<file path="src/design/nft_pkg.sv">
// nft_pkg: types and constants for the notification fade timer
// used by nft_cfg_regs, nft_ratio_unit and notification_fade_timer_unit
package nft_pkg;

    localparam int COUNT_WIDTH = 20;
    localparam int ADDR_WIDTH  = 4;
    localparam int DATA_WIDTH  = 32;
    localparam int PROD_WIDTH  = 40;
    localparam int DEN_WIDTH   = 32;
    localparam int QUO_WIDTH   = 8;
    localparam int STEP_WIDTH  = 3;

    localparam logic [1:0] OP_TICK    = 2'd0;
    localparam logic [1:0] OP_DISMISS = 2'd1;
    localparam logic [1:0] OP_RESTART = 2'd2;

    localparam logic [1:0] REG_DISPLAY = 2'd0;
    localparam logic [1:0] REG_FADE_IN = 2'd1;
    localparam logic [1:0] REG_BASE    = 2'd2;

    localparam logic [15:0] DISPLAY_RESET = 16'd0;
    localparam logic [15:0] FADE_IN_RESET = 16'd200;
    localparam logic [7:0]  BASE_RESET    = 8'd217;

    typedef struct packed {
        logic [1:0]  opcode;
        logic [15:0] fade_ms;
    } nft_in_t;

    typedef struct packed {
        logic [7:0] opacity;
        logic       dismiss_due;
        logic       fade_done;
        logic       animating;
        logic       leaving;
    } nft_out_t;

    typedef struct packed {
        logic [15:0] display_ms;
        logic [15:0] ramp_ticks;
        logic [7:0]  base_opacity;
    } nft_cfg_t;

    typedef struct packed {
        logic [7:0]  base;
        logic [15:0] e_num;
        logic [15:0] e_den;
        logic [15:0] x_num;
        logic [15:0] x_den;
    } nft_ratio_op_t;

    typedef struct packed {
        logic busy;
        logic done;
    } nft_ratio_stat_t;

    typedef enum logic [2:0] {
        U_IDLE,
        U_MUL_E,
        U_MUL_X,
        U_MUL_D,
        U_DIV,
        U_DONE
    } nft_unit_state_t;

    typedef enum logic [1:0] {
        C_IDLE,
        C_CALC,
        C_HOLD
    } nft_ctrl_state_t;

endpackage

</file>
<file path="src/design/nft_cfg_regs.sv">
// nft_cfg_regs: apb register file for display time, fade-in length and base opacity
// depends on nft_pkg
module nft_cfg_regs (
    input  logic                          clk,
    input  logic                          rst_n,
    input  logic                          psel,
    input  logic                          penable,
    input  logic                          pwrite,
    input  logic [nft_pkg::ADDR_WIDTH-1:0] paddr,
    input  logic [nft_pkg::DATA_WIDTH-1:0] pwdata,
    output logic [nft_pkg::DATA_WIDTH-1:0] prdata,
    output logic                          pready,
    output nft_pkg::nft_cfg_t             cfg
);
    import nft_pkg::*;

    logic [15:0] display_reg;
    logic [15:0] fade_in_reg;
    logic [7:0]  base_reg;
    logic        wr_en;
    logic [1:0]  reg_idx;

    assign pready  = 1'b1;
    assign wr_en   = psel && penable && pwrite;
    assign reg_idx = paddr[3:2];

    always_ff @(posedge clk or negedge rst_n)
    begin
        if (!rst_n)
        begin
            display_reg <= DISPLAY_RESET;
            fade_in_reg <= FADE_IN_RESET;
            base_reg    <= BASE_RESET;
        end
        else if (wr_en)
        begin
            case (reg_idx)
                REG_DISPLAY: display_reg <= pwdata[15:0];
                REG_FADE_IN: fade_in_reg <= pwdata[15:0];
                REG_BASE:    base_reg    <= pwdata[7:0];
                default:     ;
            endcase
        end
    end

    always_comb
    begin
        case (reg_idx)
            REG_DISPLAY: prdata = {16'd0, display_reg};
            REG_FADE_IN: prdata = {16'd0, fade_in_reg};
            REG_BASE:    prdata = {24'd0, base_reg};
            default:     prdata = '0;
        endcase
    end

    assign cfg.display_ms   = display_reg;
    assign cfg.ramp_ticks   = fade_in_reg;
    assign cfg.base_opacity = base_reg;

endmodule

</file>
<file path="src/design/nft_ratio_unit.sv">
// nft_ratio_unit: base * e_num * x_num / (e_den * x_den) on one shared multiplier
// followed by a restoring divider, one quotient bit per cycle; depends on nft_pkg
module nft_ratio_unit (
    input  logic                        clk,
    input  logic                        rst_n,
    input  logic                        start,
    input  nft_pkg::nft_ratio_op_t      op,
    output nft_pkg::nft_ratio_stat_t    stat,
    output logic [nft_pkg::QUO_WIDTH-1:0] quotient
);
    import nft_pkg::*;

    nft_unit_state_t            st_reg, st_next;
    nft_ratio_op_t              op_reg;
    logic [PROD_WIDTH-1:0]      acc_reg;
    logic [PROD_WIDTH-2:0]      dsh_reg;
    logic [QUO_WIDTH-1:0]       quo_reg;
    logic [STEP_WIDTH-1:0]      cnt_reg;

    logic [23:0]                mul_a;
    logic [15:0]                mul_b;
    logic [PROD_WIDTH-1:0]      mul_p;
    logic [PROD_WIDTH:0]        diff;
    logic                       qbit;

    // shared multiplier operand select
    always_comb
    begin
        case (st_reg)
            U_MUL_E:
            begin
                mul_a = {16'd0, op_reg.base};
                mul_b = op_reg.e_num;
            end
            U_MUL_X:
            begin
                mul_a = acc_reg[23:0];
                mul_b = op_reg.x_num;
            end
            U_MUL_D:
            begin
                mul_a = {8'd0, op_reg.e_den};
                mul_b = op_reg.x_den;
            end
            default:
            begin
                mul_a = '0;
                mul_b = '0;
            end
        endcase
    end

    assign mul_p = PROD_WIDTH'(mul_a) * PROD_WIDTH'(mul_b);
    assign diff  = {1'b0, acc_reg} - {2'b00, dsh_reg};
    assign qbit  = !diff[PROD_WIDTH];

    always_comb
    begin
        st_next = st_reg;
        case (st_reg)
            U_IDLE:  if (start) st_next = U_MUL_E;
            U_MUL_E: st_next = U_MUL_X;
            U_MUL_X: st_next = U_MUL_D;
            U_MUL_D: st_next = U_DIV;
            U_DIV:   if (cnt_reg == '0) st_next = U_DONE;
            U_DONE:  st_next = U_IDLE;
            default: st_next = U_IDLE;
        endcase
    end

    always_comb
    begin
        stat.busy = (st_reg != U_IDLE);
        stat.done = (st_reg == U_DONE);
    end

    always_ff @(posedge clk or negedge rst_n)
    begin
        if (!rst_n)
        begin
            st_reg <= U_IDLE;
        end
        else
        begin
            st_reg <= st_next;
        end
    end

    always_ff @(posedge clk)
    begin
        case (st_reg)
            U_IDLE:
            begin
                if (start)
                begin
                    op_reg <= op;
                end
            end
            U_MUL_E: acc_reg <= mul_p;
            U_MUL_X: acc_reg <= mul_p;
            U_MUL_D:
            begin
                dsh_reg <= {mul_p[DEN_WIDTH-1:0], 7'd0};
                cnt_reg <= STEP_WIDTH'(QUO_WIDTH - 1);
            end
            U_DIV:
            begin
                if (qbit)
                begin
                    acc_reg <= diff[PROD_WIDTH-1:0];
                end
                quo_reg <= {quo_reg[QUO_WIDTH-2:0], qbit};
                dsh_reg <= dsh_reg >> 1;
                cnt_reg <= cnt_reg - 1'b1;
            end
            default: ;
        endcase
    end

    assign quotient = quo_reg;

    a_done_single: assert property (@(posedge clk) disable iff (!rst_n)
        stat.done |=> !stat.done)
        else $error("done held longer than one cycle");

    a_start_idle: assert property (@(posedge clk) disable iff (!rst_n)
        start |-> st_reg == U_IDLE)
        else $error("start while unit busy");

    a_div_nonzero: assert property (@(posedge clk) disable iff (!rst_n)
        st_reg == U_DIV |-> dsh_reg != '0)
        else $error("zero divisor in divide step");

    a_div_len: assert property (@(posedge clk) disable iff (!rst_n)
        st_reg == U_MUL_D |=> st_reg == U_DIV ##8 st_reg == U_DONE)
        else $error("divide step count wrong");

endmodule

</file>
<file path="src/design/notification_fade_timer_unit.sv">
// notification_fade_timer_unit: top level of the overlay fade timer
// depends on nft_pkg, nft_cfg_regs, nft_ratio_unit
//
// channel   direction  handshake                   payload
// in        to block   in_valid / in_ready         in_data  (nft_in_t)
// out       from block out_valid / out_ready       out_data (nft_out_t)
// cfg       to block   psel/penable/pwrite/pready  paddr, pwdata, prdata
//
// from acceptance to a loaded result a beat passes through the start register, three products
// on the shared multiplier, eight restoring divide steps and the done state
// the counters update at acceptance; in_ready is high only while idle
// a result waits in the output register; the next beat may be taken meanwhile
// and its result holds in the divider until the output register frees up
// reset is asynchronous, active low, no clearing pass
module notification_fade_timer_unit (
    input  logic                           clk,
    input  logic                           rst_n,
    input  logic                           in_valid,
    output logic                           in_ready,
    input  nft_pkg::nft_in_t               in_data,
    output logic                           out_valid,
    input  logic                           out_ready,
    output nft_pkg::nft_out_t              out_data,
    input  logic                           psel,
    input  logic                           penable,
    input  logic                           pwrite,
    input  logic [nft_pkg::ADDR_WIDTH-1:0] paddr,
    input  logic [nft_pkg::DATA_WIDTH-1:0] pwdata,
    output logic [nft_pkg::DATA_WIDTH-1:0] prdata,
    output logic                           pready
);
    import nft_pkg::*;

    localparam logic [COUNT_WIDTH-1:0] COUNT_MAX = '1;

    nft_cfg_t                 cfg;
    nft_ratio_op_t            rop;
    nft_ratio_stat_t          rstat;
    logic [QUO_WIDTH-1:0]     quo;

    nft_ctrl_state_t          st_reg, st_next;
    logic                     start_reg;
    logic                     out_valid_reg, out_valid_next;
    nft_out_t                 out_reg;

    logic [COUNT_WIDTH-1:0]   shown_reg, shown_next;
    logic                     exit_reg, exit_next;
    logic [COUNT_WIDTH-1:0]   exit_el_reg, exit_el_next;
    logic [15:0]              exit_len_reg, exit_len_next;

    logic                     accept;
    logic                     slot_free;
    logic                     load_out;
    logic [COUNT_WIDTH-1:0]   fade_in_ext;
    logic [COUNT_WIDTH-1:0]   display_ext;
    logic [COUNT_WIDTH-1:0]   x_den_ext;
    logic [15:0]              x_den;
    logic                     fin;
    logic                     due;
    logic                     anim;

    nft_cfg_regs u_cfg (
        .clk     (clk),
        .rst_n   (rst_n),
        .psel    (psel),
        .penable (penable),
        .pwrite  (pwrite),
        .paddr   (paddr),
        .pwdata  (pwdata),
        .prdata  (prdata),
        .pready  (pready),
        .cfg     (cfg)
    );

    nft_ratio_unit u_ratio (
        .clk      (clk),
        .rst_n    (rst_n),
        .start    (start_reg),
        .op       (rop),
        .stat     (rstat),
        .quotient (quo)
    );

    assign accept    = in_valid && in_ready;
    assign slot_free = !out_valid_reg || out_ready;

    // state update for the accepted beat
    always_comb
    begin
        shown_next    = shown_reg;
        exit_next     = exit_reg;
        exit_el_next  = exit_el_reg;
        exit_len_next = exit_len_reg;
        if (accept)
        begin
            case (in_data.opcode)
                OP_TICK:
                begin
                    if (shown_reg != COUNT_MAX)
                    begin
                        shown_next = shown_reg + 1'b1;
                    end
                    if (exit_reg && exit_el_reg != COUNT_MAX)
                    begin
                        exit_el_next = exit_el_reg + 1'b1;
                    end
                end
                OP_DISMISS:
                begin
                    if (exit_reg)
                    begin
                        if (in_data.fade_ms != 16'd0 && in_data.fade_ms < exit_len_reg)
                        begin
                            exit_len_next = in_data.fade_ms;
                        end
                    end
                    else
                    begin
                        exit_next     = 1'b1;
                        exit_el_next  = '0;
                        exit_len_next = (in_data.fade_ms == 16'd0) ? 16'd1 : in_data.fade_ms;
                    end
                end
                OP_RESTART: shown_next = '0;
                default:    ;
            endcase
        end
    end

    // ratio operands and flags from the updated state
    assign fade_in_ext = COUNT_WIDTH'(cfg.ramp_ticks);
    assign display_ext = COUNT_WIDTH'(cfg.display_ms);
    assign x_den       = (exit_len_reg == 16'd0) ? 16'd1 : exit_len_reg;
    assign x_den_ext   = COUNT_WIDTH'(x_den);

    always_comb
    begin
        rop.base = cfg.base_opacity;
        if (cfg.ramp_ticks == 16'd0)
        begin
            rop.e_num = 16'd1;
            rop.e_den = 16'd1;
        end
        else
        begin
            rop.e_den = cfg.ramp_ticks;
            rop.e_num = (shown_reg < fade_in_ext) ? shown_reg[15:0] : cfg.ramp_ticks;
        end
        if (exit_reg)
        begin
            rop.x_den = x_den;
            rop.x_num = (exit_el_reg < x_den_ext) ? (x_den - exit_el_reg[15:0]) : 16'd0;
        end
        else
        begin
            rop.x_den = 16'd1;
            rop.x_num = 16'd1;
        end
    end

    assign fin  = exit_reg && (exit_el_reg >= COUNT_WIDTH'(exit_len_reg));
    assign due  = (cfg.display_ms != 16'd0) && !exit_reg && (shown_reg >= display_ext);
    assign anim = (shown_reg < fade_in_ext) || (exit_reg && !fin);

    always_comb
    begin
        st_next = st_reg;
        case (st_reg)
            C_IDLE: if (accept) st_next = C_CALC;
            C_CALC:
            begin
                if (rstat.done)
                begin
                    st_next = slot_free ? C_IDLE : C_HOLD;
                end
            end
            C_HOLD: if (slot_free) st_next = C_IDLE;
            default: st_next = C_IDLE;
        endcase
    end

    always_comb
    begin
        in_ready = (st_reg == C_IDLE);
        load_out = slot_free && ((st_reg == C_CALC && rstat.done) || st_reg == C_HOLD);
        out_valid_next = load_out || (out_valid_reg && !out_ready);
    end

    always_ff @(posedge clk or negedge rst_n)
    begin
        if (!rst_n)
        begin
            st_reg        <= C_IDLE;
            start_reg     <= 1'b0;
            out_valid_reg <= 1'b0;
            shown_reg     <= '0;
            exit_reg      <= 1'b0;
            exit_el_reg   <= '0;
            exit_len_reg  <= 16'd1;
        end
        else
        begin
            st_reg        <= st_next;
            start_reg     <= accept;
            out_valid_reg <= out_valid_next;
            shown_reg     <= shown_next;
            exit_reg      <= exit_next;
            exit_el_reg   <= exit_el_next;
            exit_len_reg  <= exit_len_next;
        end
    end

    always_ff @(posedge clk)
    begin
        if (load_out)
        begin
            out_reg.opacity     <= quo;
            out_reg.dismiss_due <= due;
            out_reg.fade_done   <= fin;
            out_reg.animating   <= anim;
            out_reg.leaving     <= exit_reg;
        end
    end

    assign out_valid = out_valid_reg;
    assign out_data  = out_reg;

    a_len_nonzero: assert property (@(posedge clk) disable iff (!rst_n)
        exit_reg |-> exit_len_reg != 16'd0)
        else $error("exit length zero while exiting");

    a_busy_after_accept: assert property (@(posedge clk) disable iff (!rst_n)
        accept |=> !in_ready && start_reg)
        else $error("ratio unit not started after accepted beat");

    a_opacity_bound: assert property (@(posedge clk) disable iff (!rst_n)
        load_out |=> out_reg.opacity <= cfg.base_opacity)
        else $error("opacity above base");

    a_state_stable: assert property (@(posedge clk) disable iff (!rst_n)
        !accept |=> $stable(shown_reg) && $stable(exit_reg) && $stable(exit_len_reg))
        else $error("timer state changed without a beat");

endmodule
</file>
<file path="config.mk">
export PLATFORM = sky130hd
export DESIGN_NAME = notification_fade_timer_unit
export DESIGN_NICKNAME = d
export VERILOG_FILES = /design/src/design/nft_pkg.sv /design/src/design/nft_cfg_regs.sv /design/src/design/nft_ratio_unit.sv /design/src/design/notification_fade_timer_unit.sv
export SDC_FILE = /design/constraint.sdc
export NUM_CORES = 2
export LEC_CHECK = 0
export BUFFER_PORTS_ARGS = -buffer_cell sky130_fd_sc_hd__buf_2
export CAP_MARGIN = 15
export CELL_PAD_IN_SITES_DETAIL_PLACEMENT = 0
export CELL_PAD_IN_SITES_GLOBAL_PLACEMENT = 2
export CORE_UTILIZATION = 41
export DETAILED_ROUTE_END_ITERATION = 7
export GPL_ROUTABILITY_DRIVEN = 0
export PLACE_DENSITY_LB_ADDON = 0.12
export SLEW_MARGIN = 20
export SYNTH_ARGS = -nofsm -noshare
export SYNTH_HDL_FRONTEND = slang
export SYNTH_SLANG_ARGS = --single-unit
</file>
<file path="constraint.sdc">
create_clock -name clk -period 11.4 [get_ports clk]
set_clock_uncertainty 0.05 [all_clocks]
set_input_delay 1.14 -clock clk [delete_from_list [all_inputs] [get_ports clk]]
set_output_delay 1.14 -clock clk [all_outputs]
set_load 0.05 [all_outputs]
</file>
==> impl_metrics.json <==
{
  "synth_largest_area_cell": "fa_1",
  "numPortBuffers": 72,
  "grt_overflow": 0,
  "slew_violations": 0,
  "tightest_slew_ns": 1.17,
  "fin_util": 0.447,
  "worstHoldPathType": "flop to flop",
  "synth_commonest_cells": "492 x inv_1, 460 x nand2_1, 308 x fa_1",
  "status": "finished clean",
  "max_freq_mhz": 118,
  "cap_viol_max_count": 0,
  "grt_pass1_wl_um": 133000,
  "grt_util_all_layers": 0.241,
  "end_kind": "flop",
  "post-cts-setup-buffers": 0,
  "p_per_area_nw_per_um2": 294,
  "cts_tree": "built",
  "grt_use_met2": 0.421,
  "finalHoldViolCount": 0,
  "nNetsFinal": 3807,
  "postSynthCellCount": 3200,
  "synth.most_common_cell": "inv_1",
  "dieWidth_um": 269,
  "gr-usage-met3": 0.0293,
  "critical_path_required_ns": 11.61,
  "cts_buffer_depth": 3,
  "finalSetupTns_ns": 0,
  "setup_viol": 0,
  "rsz0062_at_grt": "false",
  "rows": 97,
  "drt_iter0_markers": 1410,
  "period_needed_ns": 8.49,
  "peakVddDrop_mv": 0.223,
  "yosys_register_bits": 278,
  "ys_types": 84,
  "slew_headroom": 0.218,
  "async_flop_share": 0.374,
  "met1_usage": 0.306,
  "ys.flop_type": "edfxtp_1",
  "reg2reg_slack_ns": 2.91,
  "synth-edff-count": 174,
  "num_vias": 22100,
  "ioPinCount": 108,
  "largest_register_ffs": 72,
  "ys_top_cells_by_area": "fa_1 21%, edfxtp_1 18%, ha_1 11%",
  "drt-total-wl_um": 85200,
  "grt_max_degree": 84,
  "synth_top_cell_area_share": 0.211,
  "yosysSeqAreaShare": 0.269,
  "cts.clk_slew.worst_paths_ns": 0.06,
  "die_y_um": 269,
  "cp_max_fo": 40,
  "die_area_um2": 72200,
  "drc_errors": 0,
  "clock-sinks": 278,
  "post_drt_wl_per_cell_um": 20.5,
  "drt.antenna.violating_nets": 0,
  "postCtsHoldBufs": 0,
  "startpoint_type": "flop",
  "antenna_found_initial": 3,
  "syn_area_um2": 29200,
  "area_delta_synth_final_pct": 7.73,
  "syn_avg_cell_area_um2": 9.12,
  "numCtsBuffers": 35,
  "arrival_ns": 8.70,
  "drive_gt1_frac": 0.0852,
  "vias_per_cell": 5.30,
  "drt-pass1-iter-count": 5,
  "period_share": 0.745,
  "dp_hpwl_um": 68100,
  "p_leak_nw": 14.3,
  "clk_latency_ns": 0.55,
  "power_w": 0.00923,
  "grt_pass1_vias": 23200,
  "cts_root_buffer": "clkbuf_16",
  "yosysWarnings": 0,
  "htree_levels": 2,
  "ctsResizeCount": 0,
  "grt-busiest-layer": "met2",
  "criticalPathCategory": "flop to flop",
  "core_area_um2": 70300,
  "start_util": 0.415
}
-- kinds of logic (layout without fill, tap and decap cells) --
logic type | count (synthesis) | after routing | synth area share
flip-flops | 278 | 278 | 0.269
AND/OR/NAND/NOR | 966 | 966 | 0.145
multiplexers | 99 | 99 | 0.0373
AO/OA/AOI/OAI | 537 | 537 | 0.114
buffers and inverters | 666 | 666 | 0.0883
other | 2 | 19 | 0.000257
XOR/XNOR | 96 | 96 | 0.0288
adder cells (fa/ha/maj) | 556 | 556 | 0.318
-- power breakdown --
group / internal, W / switching [W]
registers: 0.00158 / 0.000197
clock network: 0.000602 / 0.000439
logic: 0.00226 / 0.00416
total: 0.00444 / 0.00479
-- layout make-up --
| type | instances | area [um^2] |
|---|---|---|
| Multi-Input combinational cell | 2271 | 18900 |
| Sequential cell | 278 | 7840 |
| Antenna cell | 2 | 5.00 |
| Tap cell | 940 | 1180 |
| Fill cell | 6918 | 38800 |
| Clock buffer | 45 | 935 |
| Inverter | 493 | 1850 |
| Timing Repair Buffer | 111 | 656 |
| Clock inverter | 17 | 114 |
-- path summary, 6_finish.rpt --
check / from / end / cells past startpoint
max: u_ratio.st_reg[0] / u_ratio.acc_reg[34] / 26
min: u_ratio.quotient[5] / out_data[9] / 0
max reg2reg: u_ratio.st_reg[0] / u_ratio.acc_reg[34] / 26
min reg2reg: u_ratio.quotient[5] / out_data[9] / 0
max in group asynchronous: rst_n / u_cfg.fade_in_reg[2] / 2
min in group asynchronous: rst_n / exit_len_reg[11] / 1
-- critical path: stages (launching register included) --
cell and delay (ns):
dfrtp_1 0.37, buf_4 0.30, nand2b_1 0.24, nor2_1 0.64
and2_1 0.65, nand2_1 0.17, fa_1 0.57, inv_1 0.05
fa_1 0.39, fa_1 0.55, inv_1 0.06, fa_1 0.54
inv_1 0.05, fa_1 0.47, inv_1 0.05, fa_1 0.57
inv_1 0.07, ha_1 0.39, nand2_1 0.17, nor2_1 0.07
a211oi_1 0.26, a21boi_0 0.30, o221ai_1 0.15, a221o_1 0.40
a31oi_1 0.29, xor2_1 0.28, o21ai_0 0.11
-- through the flow --
step                area, um^2  std cells  hold slack, ns  worst slack, ns
global placement         30400       4093           0.358             2.98
global route             31400       4155           0.390             2.49
CTS                      31400       4155           0.379             2.92
finish                   31400       4157           0.381             2.91
floorplan                29200       3215           0.350             2.24
detailed placement       30400       4093           0.364             2.93
-- cells in the final DEF, fill, tap and decap left out, types with 20 or more instances in the layout --
cell,netlist,layout
buf_4,17,40
nor2_1,258,258
clkbuf_16,0,36
and3_1,21,21
buf_2,9,71
a21o_1,74,74
inv_1,492,492
mux2i_1,22,22
xor2_1,38,38
nand2b_1,25,24
mux2_2,77,77
a21oi_1,132,131
fa_1,308,308
o21ai_0,183,183
ha_1,248,248
edfxtp_1,174,174
nor3_1,36,35
xnor2_1,58,58
nand3_1,44,44
o211ai_1,20,20
dfrtp_1,95,94
and2_1,20,20
nand4_1,25,25
nand2_1,460,459
a31oi_1,23,23
nor2b_1,21,20
-- metal layers --
layer	wire [um]	vias up
li1	-	10400
met1	36900	11100
met5	13	-
met2	41800	424
met3	3300	147
met4	3230	2
Power figures use the tool's default switching activity.
